## src/sv/upcal_pkg.sv

```systemverilog
// ----------------------------------------------------------------------------
// upcal_pkg
// Shared types, constants and the constant-divisor step for the up-time
// calendar counter.
// ----------------------------------------------------------------------------
`default_nettype none

package upcal_pkg;

	// day counter width
	localparam int DAY_BITS = 16;

	// field widths
	localparam int MS_W    = 10;
	localparam int SEC_W   = 6;
	localparam int MIN_W   = 6;
	localparam int HOUR_W  = 5;
	localparam int MON_W   = 4;
	localparam int YEAR_W  = 16;
	localparam int TICK_W  = 32;
	localparam int TMS_W   = 16;
	localparam int MDAY_W  = 5;
	localparam int DAYO_W  = 16;
	localparam int CDATA_W = 16;

	// elapsed ticks times tick_ms, full width
	localparam int PROD_W  = TICK_W + TMS_W;

	// time constants
	localparam int MS_PER_SEC   = 1000;
	localparam int SEC_PER_MIN  = 60;
	localparam int MIN_PER_HOUR = 60;
	localparam int HOUR_PER_DAY = 24;
	localparam int SEC_MAX      = 59;
	localparam int MIN_MAX      = 59;
	localparam int HOUR_MAX     = 23;
	localparam int MON_MAX      = 11;
	localparam int MON_PER_YEAR = 12;

	// iterative divider: dividend register, digit per cycle, remainder
	localparam int DVD_W     = 40;
	localparam int DIG_W     = 8;
	localparam int DIV_ITERS = DVD_W / DIG_W;
	localparam int ITER_W    = $clog2(DIV_ITERS);
	localparam int REM_W     = 10;

	// queue between front and back
	localparam int FIFO_DEPTH = 2;
	localparam int FIFO_PTR_W = $clog2(FIFO_DEPTH);
	localparam int FIFO_CNT_W = $clog2(FIFO_DEPTH + 1);

	typedef enum logic {
		OP_TICK = 1'b0,
		OP_SEC  = 1'b1
	} op_t;

	typedef enum logic {
		REG_TICK_MS    = 1'b0,
		REG_MONTH_DAYS = 1'b1
	} reg_idx_t;

	typedef enum logic [1:0] {
		ST_MS,
		ST_SEC,
		ST_MIN,
		ST_HOUR
	} stage_t;

	typedef enum logic [1:0] {
		BK_IDLE,
		BK_DIV,
		BK_EMIT
	} bk_state_t;

	typedef struct packed {
		op_t                 op;
		logic [TICK_W-1:0]   add;
	} qent_t;

	typedef struct packed {
		logic                push;
		qent_t               data;
	} qwr_t;

	typedef struct packed {
		logic [REM_W-1:0]    rem;
		logic [DIG_W-1:0]    q;
	} step_t;

	typedef struct packed {
		logic [MS_W-1:0]     millis;
		logic [SEC_W-1:0]    seconds;
		logic [MIN_W-1:0]    minutes;
		logic [HOUR_W-1:0]   hours;
		logic [DAYO_W-1:0]   days;
		logic [MON_W-1:0]    months;
		logic [YEAR_W-1:0]   years;
	} res_t;

	function automatic logic [REM_W-1:0] div_const(stage_t st);
		logic [REM_W-1:0] d;
		case (st)
			ST_MS:   d = REM_W'(MS_PER_SEC);
			ST_SEC:  d = REM_W'(SEC_PER_MIN);
			ST_MIN:  d = REM_W'(MIN_PER_HOUR);
			ST_HOUR: d = REM_W'(HOUR_PER_DAY);
			default: d = REM_W'(MS_PER_SEC);
		endcase
		return d;
	endfunction

	// one digit of restoring long division by a small constant
	function automatic step_t div_step(logic [REM_W-1:0] rem, logic [DIG_W-1:0] digit,
			logic [REM_W-1:0] dvs);
		logic [REM_W:0]   r1;
		logic [REM_W-1:0] r;
		step_t            s;
		r = rem;
		s.q = '0;
		for (int i = DIG_W - 1; i >= 0; i--) begin
			r1 = {r, digit[i]};
			if (r1 >= {1'b0, dvs}) begin
				r1 = r1 - {1'b0, dvs};
				s.q[i] = 1'b1;
			end
			r = r1[REM_W-1:0];
		end
		s.rem = r;
		return s;
	endfunction

endpackage

`default_nettype wire

```

## src/sv/upcal_fifo.sv

```systemverilog
// ----------------------------------------------------------------------------
// upcal_fifo
// Short register queue between the front and the back.
// ----------------------------------------------------------------------------
`default_nettype none

module upcal_fifo (
	input  wire logic           clk,
	input  wire logic           arst_n,
	input  wire upcal_pkg::qwr_t wr,
	input  wire logic           pop,
	output upcal_pkg::qent_t    head,
	output logic                full,
	output logic                empty
);
	import upcal_pkg::*;

	qent_t                 mem_q [FIFO_DEPTH];
	logic [FIFO_PTR_W-1:0] wr_ptr_q;
	logic [FIFO_PTR_W-1:0] rd_ptr_q;
	logic [FIFO_CNT_W-1:0] cnt_q;

	assign full  = (cnt_q == FIFO_CNT_W'(FIFO_DEPTH));
	assign empty = (cnt_q == '0);
	assign head  = mem_q[rd_ptr_q];

	always_ff @(posedge clk) begin
		if (wr.push) begin
			mem_q[wr_ptr_q] <= wr.data;
		end
	end

	always_ff @(posedge clk or negedge arst_n) begin
		if (!arst_n) begin
			wr_ptr_q <= '0;
			rd_ptr_q <= '0;
			cnt_q    <= '0;
		end else begin
			if (wr.push) begin
				wr_ptr_q <= (wr_ptr_q == FIFO_PTR_W'(FIFO_DEPTH - 1)) ? '0 : wr_ptr_q + 1'b1;
			end
			if (pop) begin
				rd_ptr_q <= (rd_ptr_q == FIFO_PTR_W'(FIFO_DEPTH - 1)) ? '0 : rd_ptr_q + 1'b1;
			end
			case ({wr.push, pop})
				2'b10:   cnt_q <= cnt_q + 1'b1;
				2'b01:   cnt_q <= cnt_q - 1'b1;
				default: cnt_q <= cnt_q;
			endcase
		end
	end

	a_no_overflow: assert property (@(posedge clk) disable iff (!arst_n)
		full |-> !wr.push)
		else $error("queue written while full");

	a_no_underflow: assert property (@(posedge clk) disable iff (!arst_n)
		empty |-> !pop)
		else $error("queue read while empty");

endmodule

`default_nettype wire

```

## src/sv/upcal_front.sv

```systemverilog
// ----------------------------------------------------------------------------
// upcal_front
// Accepts events, keeps the last tick count, forms the elapsed-time product
// and queues the classified event for the back end.
// ----------------------------------------------------------------------------
`default_nettype none

module upcal_front (
	input  wire logic                           clk,
	input  wire logic                           arst_n,
	input  wire logic                           in_valid,
	output logic                                in_ready,
	input  wire logic                           op,
	input  wire logic [upcal_pkg::TICK_W-1:0]   tick_count,
	input  wire logic [upcal_pkg::TMS_W-1:0]    tick_ms,
	input  wire logic                           q_full,
	output upcal_pkg::qwr_t                     q_wr
);
	import upcal_pkg::*;

	logic                valid_s1;
	op_t                 op_s1;
	logic [TICK_W-1:0]   elapsed_s1;
	logic [TICK_W-1:0]   last_tick_q;
	logic [PROD_W-1:0]   prod;
	logic                accept;

	assign prod          = PROD_W'(elapsed_s1) * PROD_W'(tick_ms);
	assign q_wr.push     = valid_s1 && !q_full;
	assign q_wr.data.op  = op_s1;
	assign q_wr.data.add = prod[TICK_W-1:0];
	assign in_ready      = !valid_s1 || q_wr.push;
	assign accept        = in_valid && in_ready;

	always_ff @(posedge clk or negedge arst_n) begin
		if (!arst_n) begin
			valid_s1    <= 1'b0;
			last_tick_q <= '0;
		end else begin
			if (accept) begin
				valid_s1 <= 1'b1;
			end else if (q_wr.push) begin
				valid_s1 <= 1'b0;
			end
			if (accept && op_t'(op) == OP_TICK) begin
				last_tick_q <= tick_count;
			end
		end
	end

	always_ff @(posedge clk) begin
		if (accept) begin
			op_s1      <= op_t'(op);
			elapsed_s1 <= tick_count - last_tick_q;
		end
	end

endmodule

`default_nettype wire

```

## src/sv/upcal_back.sv

```systemverilog
// ----------------------------------------------------------------------------
// upcal_back
// Holds the time fields. Tick updates are normalized by an iterative
// constant divider, one 8-bit digit a cycle; second ticks roll over at once.
// ----------------------------------------------------------------------------
`default_nettype none

module upcal_back (
	input  wire logic                           clk,
	input  wire logic                           arst_n,
	input  wire upcal_pkg::qent_t               head,
	input  wire logic                           q_empty,
	output logic                                pop,
	input  wire logic [upcal_pkg::MDAY_W-1:0]   month_days,
	output logic                                out_valid,
	input  wire logic                           out_ready,
	output upcal_pkg::res_t                     res
);
	import upcal_pkg::*;

	bk_state_t          state_q;
	bk_state_t          state_nxt;
	stage_t             stage_q;
	logic [ITER_W-1:0]  iter_q;
	logic [REM_W-1:0]   rem_q;
	logic [DVD_W-1:0]   dvd_q;

	logic [MS_W-1:0]    ms_q;
	logic [SEC_W-1:0]   sec_q;
	logic [MIN_W-1:0]   min_q;
	logic [HOUR_W-1:0]  hour_q;
	logic [DAY_BITS-1:0] day_q;
	logic [MON_W-1:0]   mon_q;
	logic [YEAR_W-1:0]  year_q;

	logic               out_valid_q;
	res_t               res_q;
	logic               out_load;

	logic [REM_W-1:0]   dvs;
	step_t              st;
	logic [DVD_W-1:0]   quot;
	logic               last_iter;

	logic [SEC_W-1:0]   sec_n;
	logic [MIN_W-1:0]   min_n;
	logic [HOUR_W-1:0]  hour_n;
	logic [DAY_BITS-1:0] day_n;
	logic [DAY_BITS-1:0] day_inc;
	logic [MON_W-1:0]   mon_n;
	logic [YEAR_W-1:0]  year_n;

	assign out_valid = out_valid_q;
	assign res       = res_q;

	// divider datapath
	assign dvs       = div_const(stage_q);
	assign st        = div_step(rem_q, dvd_q[DVD_W-1 -: DIG_W], dvs);
	assign quot      = {dvd_q[DVD_W-DIG_W-1:0], st.q};
	assign last_iter = (iter_q == ITER_W'(DIV_ITERS - 1));

	// one-second rollover
	assign day_inc = day_q + 1'b1;
	always_comb begin
		sec_n  = sec_q + 1'b1;
		min_n  = min_q;
		hour_n = hour_q;
		day_n  = day_q;
		mon_n  = mon_q;
		year_n = year_q;
		if (sec_q >= SEC_W'(SEC_MAX)) begin
			sec_n = '0;
			min_n = min_q + 1'b1;
			if (min_q >= MIN_W'(MIN_MAX)) begin
				min_n  = '0;
				hour_n = hour_q + 1'b1;
				if (hour_q >= HOUR_W'(HOUR_MAX)) begin
					hour_n = '0;
					day_n  = day_inc;
					if (day_inc >= DAY_BITS'(month_days)) begin
						day_n = day_inc - DAY_BITS'(month_days);
						mon_n = mon_q + 1'b1;
						if (mon_q >= MON_W'(MON_MAX)) begin
							mon_n  = mon_q + 1'b1 - MON_W'(MON_PER_YEAR);
							year_n = year_q + 1'b1;
						end
					end
				end
			end
		end
	end

	always_comb begin
		pop      = (state_q == BK_IDLE) && !q_empty;
		out_load = (state_q == BK_EMIT) && (!out_valid_q || out_ready);
	end

	always_comb begin
		state_nxt = state_q;
		case (state_q)
			BK_IDLE: begin
				if (!q_empty) begin
					state_nxt = (head.op == OP_TICK) ? BK_DIV : BK_EMIT;
				end
			end
			BK_DIV: begin
				if (last_iter && stage_q == ST_HOUR) begin
					state_nxt = BK_EMIT;
				end
			end
			BK_EMIT: begin
				if (out_load) begin
					state_nxt = BK_IDLE;
				end
			end
			default: state_nxt = BK_IDLE;
		endcase
	end

	always_ff @(posedge clk or negedge arst_n) begin
		if (!arst_n) begin
			state_q <= BK_IDLE;
		end else begin
			state_q <= state_nxt;
		end
	end

	always_ff @(posedge clk or negedge arst_n) begin
		if (!arst_n) begin
			stage_q <= ST_MS;
			iter_q  <= '0;
			rem_q   <= '0;
			dvd_q   <= '0;
			ms_q    <= '0;
			sec_q   <= '0;
			min_q   <= '0;
			hour_q  <= '0;
			day_q   <= '0;
			mon_q   <= '0;
			year_q  <= '0;
		end else begin
			case (state_q)
				BK_IDLE: begin
					if (pop) begin
						if (head.op == OP_TICK) begin
							dvd_q   <= DVD_W'(ms_q) + DVD_W'(head.add);
							rem_q   <= '0;
							iter_q  <= '0;
							stage_q <= ST_MS;
						end else begin
							sec_q  <= sec_n;
							min_q  <= min_n;
							hour_q <= hour_n;
							day_q  <= day_n;
							mon_q  <= mon_n;
							year_q <= year_n;
						end
					end
				end
				BK_DIV: begin
					if (!last_iter) begin
						rem_q  <= st.rem;
						dvd_q  <= quot;
						iter_q <= iter_q + 1'b1;
					end else begin
						// quotient carries into the next field
						rem_q  <= '0;
						iter_q <= '0;
						case (stage_q)
							ST_MS: begin
								ms_q    <= st.rem[MS_W-1:0];
								dvd_q   <= quot + DVD_W'(sec_q);
								stage_q <= ST_SEC;
							end
							ST_SEC: begin
								sec_q   <= st.rem[SEC_W-1:0];
								dvd_q   <= quot + DVD_W'(min_q);
								stage_q <= ST_MIN;
							end
							ST_MIN: begin
								min_q   <= st.rem[MIN_W-1:0];
								dvd_q   <= quot + DVD_W'(hour_q);
								stage_q <= ST_HOUR;
							end
							ST_HOUR: begin
								hour_q  <= st.rem[HOUR_W-1:0];
								day_q   <= day_q + DAY_BITS'(quot);
								stage_q <= ST_MS;
							end
							default: stage_q <= ST_MS;
						endcase
					end
				end
				default: begin
				end
			endcase
		end
	end

	always_ff @(posedge clk or negedge arst_n) begin
		if (!arst_n) begin
			out_valid_q <= 1'b0;
		end else if (out_load) begin
			out_valid_q <= 1'b1;
		end else if (out_ready) begin
			out_valid_q <= 1'b0;
		end
	end

	always_ff @(posedge clk) begin
		if (out_load) begin
			res_q.millis  <= ms_q;
			res_q.seconds <= sec_q;
			res_q.minutes <= min_q;
			res_q.hours   <= hour_q;
			res_q.days    <= DAYO_W'(day_q);
			res_q.months  <= mon_q;
			res_q.years   <= year_q;
		end
	end

	a_rem_below_divisor: assert property (@(posedge clk) disable iff (!arst_n)
		(state_q == BK_DIV) |-> (rem_q < dvs))
		else $error("divider remainder out of range");

	a_fields_in_range: assert property (@(posedge clk) disable iff (!arst_n)
		(ms_q < MS_W'(MS_PER_SEC)) && (sec_q < SEC_W'(SEC_PER_MIN)) &&
		(min_q < MIN_W'(MIN_PER_HOUR)) && (hour_q < HOUR_W'(HOUR_PER_DAY)) &&
		(mon_q < MON_W'(MON_PER_YEAR)))
		else $error("time field out of range");

	a_pop_starts_work: assert property (@(posedge clk) disable iff (!arst_n)
		pop |=> (state_q == BK_DIV || state_q == BK_EMIT))
		else $error("event taken from queue without being processed");

endmodule

`default_nettype wire

```

## src/sv/uptime_calendar_counter_top.sv

```systemverilog
// ----------------------------------------------------------------------------
// uptime_calendar_counter_top
// Up-time and calendar counter: tick-count updates and one-second ticks.
// ----------------------------------------------------------------------------
// Path: an event passes the front register, the queue, the back end (rollover
//   for a second tick, divider for a tick-count update) and the output register.
// Flow: the back end takes one queued event at a time, the next only once the
//   result is loaded; the divider does four constant divisions of 5 digits.
// Reset: arst_n clears all time fields and the stored tick count to zero,
//   tick_ms to 1 and month_days to 30; no clearing pass.
`default_nettype none

module uptime_calendar_counter_top (
	input  wire logic                           clk,
	input  wire logic                           arst_n,
	input  wire logic                           in_valid,
	output logic                                in_ready,
	input  wire logic                           op,
	input  wire logic [upcal_pkg::TICK_W-1:0]   tick_count,
	output logic                                out_valid,
	input  wire logic                           out_ready,
	output logic [upcal_pkg::MS_W-1:0]          millis,
	output logic [upcal_pkg::SEC_W-1:0]         seconds,
	output logic [upcal_pkg::MIN_W-1:0]         minutes,
	output logic [upcal_pkg::HOUR_W-1:0]        hours,
	output logic [upcal_pkg::DAYO_W-1:0]        days,
	output logic [upcal_pkg::MON_W-1:0]         months,
	output logic [upcal_pkg::YEAR_W-1:0]        years,
	input  wire logic                           cfg_valid,
	output logic                                cfg_ready,
	input  wire logic                           cfg_index,
	input  wire logic [upcal_pkg::CDATA_W-1:0]  cfg_data
);
	import upcal_pkg::*;

	logic [TMS_W-1:0]  tick_ms_q;
	logic [MDAY_W-1:0] month_days_q;
	qwr_t              q_wr;
	qent_t             q_head;
	logic              q_full;
	logic              q_empty;
	logic              q_pop;
	res_t              res;

	assign cfg_ready = 1'b1;

	always_ff @(posedge clk or negedge arst_n) begin
		if (!arst_n) begin
			tick_ms_q    <= TMS_W'(1);
			month_days_q <= MDAY_W'(30);
		end else if (cfg_valid && cfg_ready) begin
			case (reg_idx_t'(cfg_index))
				REG_TICK_MS:    tick_ms_q    <= cfg_data[TMS_W-1:0];
				REG_MONTH_DAYS: month_days_q <= cfg_data[MDAY_W-1:0];
				default: begin
				end
			endcase
		end
	end

	upcal_front u_front (
		.clk        (clk),
		.arst_n     (arst_n),
		.in_valid   (in_valid),
		.in_ready   (in_ready),
		.op         (op),
		.tick_count (tick_count),
		.tick_ms    (tick_ms_q),
		.q_full     (q_full),
		.q_wr       (q_wr)
	);

	upcal_fifo u_fifo (
		.clk    (clk),
		.arst_n (arst_n),
		.wr     (q_wr),
		.pop    (q_pop),
		.head   (q_head),
		.full   (q_full),
		.empty  (q_empty)
	);

	upcal_back u_back (
		.clk        (clk),
		.arst_n     (arst_n),
		.head       (q_head),
		.q_empty    (q_empty),
		.pop        (q_pop),
		.month_days (month_days_q),
		.out_valid  (out_valid),
		.out_ready  (out_ready),
		.res        (res)
	);

	assign millis  = res.millis;
	assign seconds = res.seconds;
	assign minutes = res.minutes;
	assign hours   = res.hours;
	assign days    = res.days;
	assign months  = res.months;
	assign years   = res.years;

endmodule

`default_nettype wire

```

## config.mk

```make
export PLATFORM = sky130hd
export DESIGN_NAME = uptime_calendar_counter_top
export DESIGN_NICKNAME = d
export VERILOG_FILES = /design/src/sv/upcal_pkg.sv /design/src/sv/upcal_fifo.sv /design/src/sv/upcal_front.sv /design/src/sv/upcal_back.sv /design/src/sv/uptime_calendar_counter_top.sv
export SDC_FILE = /design/constraint.sdc
export NUM_CORES = 2
export LEC_CHECK = 0
export BUFFER_PORTS_ARGS = -buffer_cell sky130_fd_sc_hd__buf_2
export CAP_MARGIN = 20
export CORE_MARGIN = 10
export CORE_UTILIZATION = 25
export DETAILED_ROUTE_END_ITERATION = 8
export PLACE_DENSITY = 0.41
export SYNTH_ARGS = -nofsm -noshare
export SYNTH_HDL_FRONTEND = slang
export SYNTH_HIERARCHICAL = 1
export SYNTH_SLANG_ARGS = --single-unit
```

## constraint.sdc

```tcl
create_clock -name clk -period 46.4 [get_ports clk]
set_input_delay 13.92 -clock clk [delete_from_list [all_inputs] [get_ports clk]]
set_output_delay 13.92 -clock clk [all_outputs]
set_load 0.02 [all_outputs]
```

# == Yosys cells after proc, flatten, opt, wreduce, memory -nomap -nowiden ==
# Memories as Yosys holds them, arrays and structs flattened.
# Index checks and enable logic that the tools add are counted.
# totals
register_bits,275
mem_bits_rw,66
in_bits,55
output_inout_bits,66
elab_cells,209
mem_count,1
# classes
n_addsub,27
n_mul,1
magnitude_cmp,13
eq_ne,23
mux,80
bitwise,2
n_reduce_logical,33
# memory_table
name,depth,width,rd,rd_ports_with_merged_regs,write_ports,line_no,text
u_fifo.mem_q,2,33,1,0,1,upcal_fifo.sv:18,qent_t mem_q [FIFO_DEPTH];
# ops
op,n
$mux W16,8
$mux W40,3
$pmux W40 S3,1
$mux W10,11
$ge A11 B10 Y1,8
$add A40 B6 Y40,2
$pmux W40 S2,1
$sub A10 B10 Y10,8
$mux W6,11
$add A40 B5 Y40,1
$mux W5,7
$add A10 B32 Y33,1
$add A16 B1 Y16 const B,2
$mul A32 B16 Y32,1
$pmux W16 S2,1
$sub A32 B32 Y32,1
$pmux W10 S3,1
$pmux W6 S2,2
$ne A2 B1 Y1 const B,10
$pmux W10 S2,1
$add A16 B16 Y16,1
$ge A16 B5 Y1,1
$mux W1,16
$reduce_and A8 Y1,2
38 further kinds,78

# == Logic depth before layout (Yosys ltp) ==
# logic_depth
word_depth,23
mapped_depth,96
ltp_nobuf,93

# == Hierarchy ==
# Netlist, hierarchy kept.
# modules_own_cells
module,n_inst,cells_per_inst,area_per_inst_um2
upcal_front,1,1716,15239.6
upcal_back,1,1670,14480.1
upcal_fifo,1,119,2717.6
uptime_calendar_counter_top,1,48,865.8

# == Worst setup path after synthesis ==
# Ideal clock, no wire load.
# synth_timing
kind,reg-to-reg
from,reg u_back.stage_q[0]
to,reg u_back.dvd_q[32]
setup_ps,136
arrival_ps,17907
required_time_ps,46264
path_slack_ps,28357
path_stages_with_launch,89
n_path_buf,4
cell_sequence,dfrtp_1 > inv_1 > ha_1 > inv_1 > ha_1 > nand3_1 > nor2_1 > a21o_1 > nor2_2 > clkinv_1 > nor2_1 > a21oi_1 > ha_1 > nand2_1 > nor2_1 > and3_1 > o22ai_1 > nand2_1 > [53 not listed] > fa_1 > inv_1 > a21oi_1 > o21bai_1 > a21o_1 > a21oi_1 > nor3_1 > and3_1 > nand4_1 > nor2_1 > nand4_1 > nor2_1 > nand4_1 > nor2_1 > xnor2_1 > nor2_1 > a41oi_1 > o21ai_0
# synth_via
elab_chain_len,23
# synth_lines
element,line_no,text
start: declaration,upcal_back.sv:23,stage_t stage_q;
start signal: assignment,upcal_back.sv:130,stage_q <= ST_MS;
start signal: assignment,upcal_back.sv:149,stage_q <= ST_MS;
start signal: assignment,upcal_back.sv:173,stage_q <= ST_SEC;
$eq A2 B1 Y1 / $eq A2 B2 Y1 (equally long branches),"upcal_pkg.sv:102, upcal_back.sv:169",
$reduce_or A2 Y1 (no source line),n/a,
$pmux W10 S3,upcal_pkg.sv:102,case (st)
$sub A10 B10 Y10 / $ge A11 B10 Y1 (equally long branches),"upcal_pkg.sv:123, upcal_pkg.sv:122",
$mux W10,upcal_pkg.sv:122,"if (r1 >= {1'b0, dvs}) begin"
$sub A10 B10 Y10 / $ge A11 B10 Y1 (equally long branches),"upcal_pkg.sv:123, upcal_pkg.sv:122",
$mux W10,upcal_pkg.sv:122,
$sub A10 B10 Y10 / $ge A11 B10 Y1 (equally long branches),"upcal_pkg.sv:123, upcal_pkg.sv:122",
[7 not listed],n/a,
$sub A10 B10 Y10 / $ge A11 B10 Y1 (equally long branches),"upcal_pkg.sv:123, upcal_pkg.sv:122",
$mux W10,upcal_pkg.sv:122,
$ge A11 B10 Y1,upcal_pkg.sv:122,
$mux W1,upcal_pkg.sv:122,
$add A40 B5 Y40 (tied with other cells),upcal_back.sv:182,dvd_q <= quot + DVD_W'(hour_q);
$pmux W40 S3,upcal_back.sv:169,case (stage_q)
$mux W40,upcal_back.sv:161,if (!last_iter) begin
$pmux W40 S2,upcal_back.sv:142,case (state_q)
end signal: assignment,upcal_back.sv:163,dvd_q <= quot;
end signal: assignment,upcal_back.sv:172,dvd_q <= quot + DVD_W'(sec_q);
end signal: assignment,upcal_back.sv:182,
end: declaration,upcal_back.sv:26,logic [DVD_W-1:0] dvd_q;
# Parallel ways exist; a longest one is shown, timed or not. The select of a mux whose other input is x is not followed.
# A chain may end at the register's enable or synchronous reset.

# == Final worst setup path ==
# Ends and elaborated chain as after synthesis.

==> summary.md <==
| Metric | Value |
|---|---|
| Final hold violations | `0` |
| Post-route DRC | `0` |
| Crit-path most repeated cell | `ha_1` |
| Status | `complete, no violations` |
| Largest family of logic cells by synthesized area | `adder cells` |
| MaxCap Viol Count | `0` |
| Endpoints failing setup | `0` |
| CTS max path bufs | `3` |
| Drt wl/cell | `18.6 µm` |
| YS warnings | `6` |
| DIE HEIGHT | `just under 400 µm` |
| Register area share after synthesis | `28.1%` |
| Starting Density | `25.2%` |
| Pin count of the biggest net entering global routing | `82` |
| Hold crit path type | `flop to flop` |
| #FFs+latches synth | `around 340` |
| Port buffer count | `around 120` |
| CTS-repair resized insts | `0` |
| Crit Path Class | `flop to flop` |
| Post-route ant nets | `0` |
| Initial DRC count | `1380` |
| TNS Setup | `0 ns` |
| GR Util All Layers | `between 10% and 20%` |
| Share of cells above drive strength 1 | `between 10% and 20%` |
| Post-synth top flop | `dfrtp_1` |
| Worst skew pair latency | `0.64 ns` |
| Pre-CTS WS | `25.39 ns` |
| CTS Root Buffer Type | `clkbuf_16` |
| CP Max Fanout | `32` |
| Initial antenna violation count | `0` |
| Fmax | `between 0.04 and 0.05 GHz` |
| Simple logic cell fraction of the synthesized area | `15.7%` |
| Async set-reset flop share out of synthesis | `about 52%` |
| Crit path buf inv count | `11` |
| Slew of the pin with the lowest slew margin | `between 0.9 and 1 ns` |
| Mux contribution to synthesized area | `3.69%` |
| Hold-fix buffers, CTS | `0` |
| Setup crit start kind | `flop` |
| Routed via count | `24500` |
| Number of synthesized flops with an enable pin | `~160` |
| Max incr delay on CP | `roughly 0.75 ns` |
| Worst-path clk slew | `roughly 0.060 ns` |
| Post-Route WL | `approximately 100 mm` |
| Max-slew headroom | `around a third` |
| Compound-cell area share of the yosys netlist | `between 10% and 20%` |
| Area delta synth->final | `12.3%` |
| DR pass1 iterations | `5` |
| CP arrival | `approximately 22 ns` |
| Die Area | `148000 µm²` |
| Skew final | `between 0.05 and 0.06 ns` |
| Nets | `4189` |
| Post-Synth Adder-Cell Area | `approximately a quarter` |
| Number of cell rows | `about 130` |
| Grt ovf | `0` |
| First-pass GRT wire length | `about 160 mm` |
| Mean area per synthesized cell | `9.37 µm²` |
| CP delay by family, top | `compound AO/OA/AOI/OAI gates` |
| Hold slack | `around 0.47 ns` |
| Cell Area, Synth | `~33000 µm²` |
| CTS buffer count | `between 40 and 50` |
| Required time worst endpoint | `about 47 ns` |
| CORE AREA | `132000 µm²` |
| Cell type of the slowest stage on the worst timing path | `o32ai_4` |
| IO Pins | `between 100 and 150` |
| CTS tree | `built` |
| Cell area after layout | `roughly 37000 µm²` |
| Number of global-route vias before repair | `26000` |
| Final worst-path cycle share | `45.5%` |
| Setup repair after global routing missed its margin | `false` |
| Post-CTS repair timing setup buffer count | `0` |
| DPL Wire Length | `about 76 mm` |
| Post-DP Area | `about 36000 µm²` |
| Yosys cell types | `roughly 110` |
| Max-slew violation count | `0` |
| Xor/xnor cell area share of the yosys netlist | `about 6.5%` |
| Routability Congestion | `about 0.84` |
| Reg2Reg Setup Slack | `25.28 ns` |
| H-tree depth | `2` |
| Setup slack after layout | `25.28 ns` |
| CTS Sinks | `between 300 and 400` |
| Tmin final | `21.12 ns` |
| Die width | `~380 µm` |
| Critical Path Sink Type | `flop` |
| N_diodes | `0` |
| Via density per instance | `4.53` |
| Gate count of the mapped netlist | `between 3000 and 4000` |
| Syn nets | `4119` |
## cell usage after synthesis (46+ instances only)
master | count | share of area, %
a21o_1 | 69 | 1.6
a21oi_1 | 163 | 2.4
and2_1 | 162 | 3.0
clkbuf_1 | 116 | 1.3
dfrtp_1 | 174 | 13
edfxtp_1 | 162 | 15
fa_1 | 309 | 19
ha_1 | 202 | 7.6
inv_1 | 469 | 5.3
nand2_1 | 498 | 5.6
nand3_1 | 68 | 1.0
nor2_1 | 169 | 1.9
nor3_1 | 46 | 0.69
o21ai_0 | 180 | 2.7
xnor2_1 | 166 | 4.4
xor2_1 | 80 | 2.1
## per-stage QoR
step | std cells | utilization, %
floorplan | 3553 | -
global placement | 5332 | 27.2
detailed placement | 5333 | 27.2
CTS | 5413 | 28.4
global route | 5413 | 28.4
finish | 5413 | 28.4
## state kept, by name, indices dropped and copies added (netlist names), 2 cells and up
| register | flops |
|---|---|
| u_fifo/cnt_q | 2 |
| u_back/state_q | 2 |
| u_back/ms_q | 10 |
| u_back/mon_q | 4 |
| u_back/stage_q | 2 |
| u_back/day_q | 16 |
| month_days_q | 5 |
| u_back/min_q | 6 |
| u_back/hour_q | 5 |
| u_front/elapsed_s1 | 32 |
| u_front/last_tick_q | 32 |
| u_fifo/mem_q | 66 |
| u_back/dvd_q | 40 |
| u_back/sec_q | 6 |
| u_back/res | 63 |
| u_back/rem_q | 10 |
| tick_ms_q | 16 |
| u_back/year_q | 16 |
| u_back/iter_q | 3 |
## placed cells by master (no fill, tap or decap), types with 80 or more instances in the layout
| cell | n |
|---|---|
| inv_1 | 469 |
| nand2_1 | 498 |
| buf_2 | 118 |
| xor2_1 | 80 |
| a21oi_1 | 162 |
| xnor2_1 | 166 |
| dfrtp_1 | 168 |
| edfxtp_1 | 162 |
| fa_1 | 309 |
| and2_1 | 162 |
| nor2_1 | 168 |
| o21ai_0 | 180 |
| ha_1 | 202 |
## routing by layer
metal,GRT usage [%],vias to the layer above,share of wire (%)
li1,-,11900,-
met1,17.3,12100,45
met2,24.3,369,49
met3,1.86,107,3.4
met4,3.22,0,2.2
met5,0,-,0
## final timing paths
| path | cells after the start | start | to |
|---|---|---|---|
| setup reg to reg | 88 | u_back/stage_q[0] | u_back/dvd_q[32] |
| hold / removal | 1 | u_back/year_q[15] | u_back/year_q[15] |
| setup / recovery | 88 | u_back/stage_q[0] | u_back/dvd_q[32] |
| hold reg to reg | 1 | u_back/year_q[15] | u_back/year_q[15] |
| min in group asynchronous | 1 | arst_n | tick_ms_q[10] |
| max in group asynchronous | 2 | arst_n | tick_ms_q[2] |
## logic make-up (layout without fill, tap and decap cells)
family / after synthesis / in the layout
AOI/OAI and AO/OA: 641 / 641
xor gates and xnor gates: 247 / 247
adders and majority gates: 511 / 511
buffers and inverters: 607 / 712
DFF: 341 / 341
muxes: 98 / 98
other: 1 / 1
and+or+nand+nor: 1107 / 1107
## layout make-up
type / count / area (µm²)
Sequential cell: 341 / 9360
Inverter: 472 / 1770
Clock inverter: 27 / 412
Tap cell: 1755 / 2200
Timing Repair Buffer: 160 / 913
Fill cell: 14200 / 94500
Clock buffer: 53 / 1150
Multi-Input combinational cell: 2605 / 21600
Power is not shown: default switching activity piles up to over one toggle a cycle in this logic, so the estimate is an artifact.
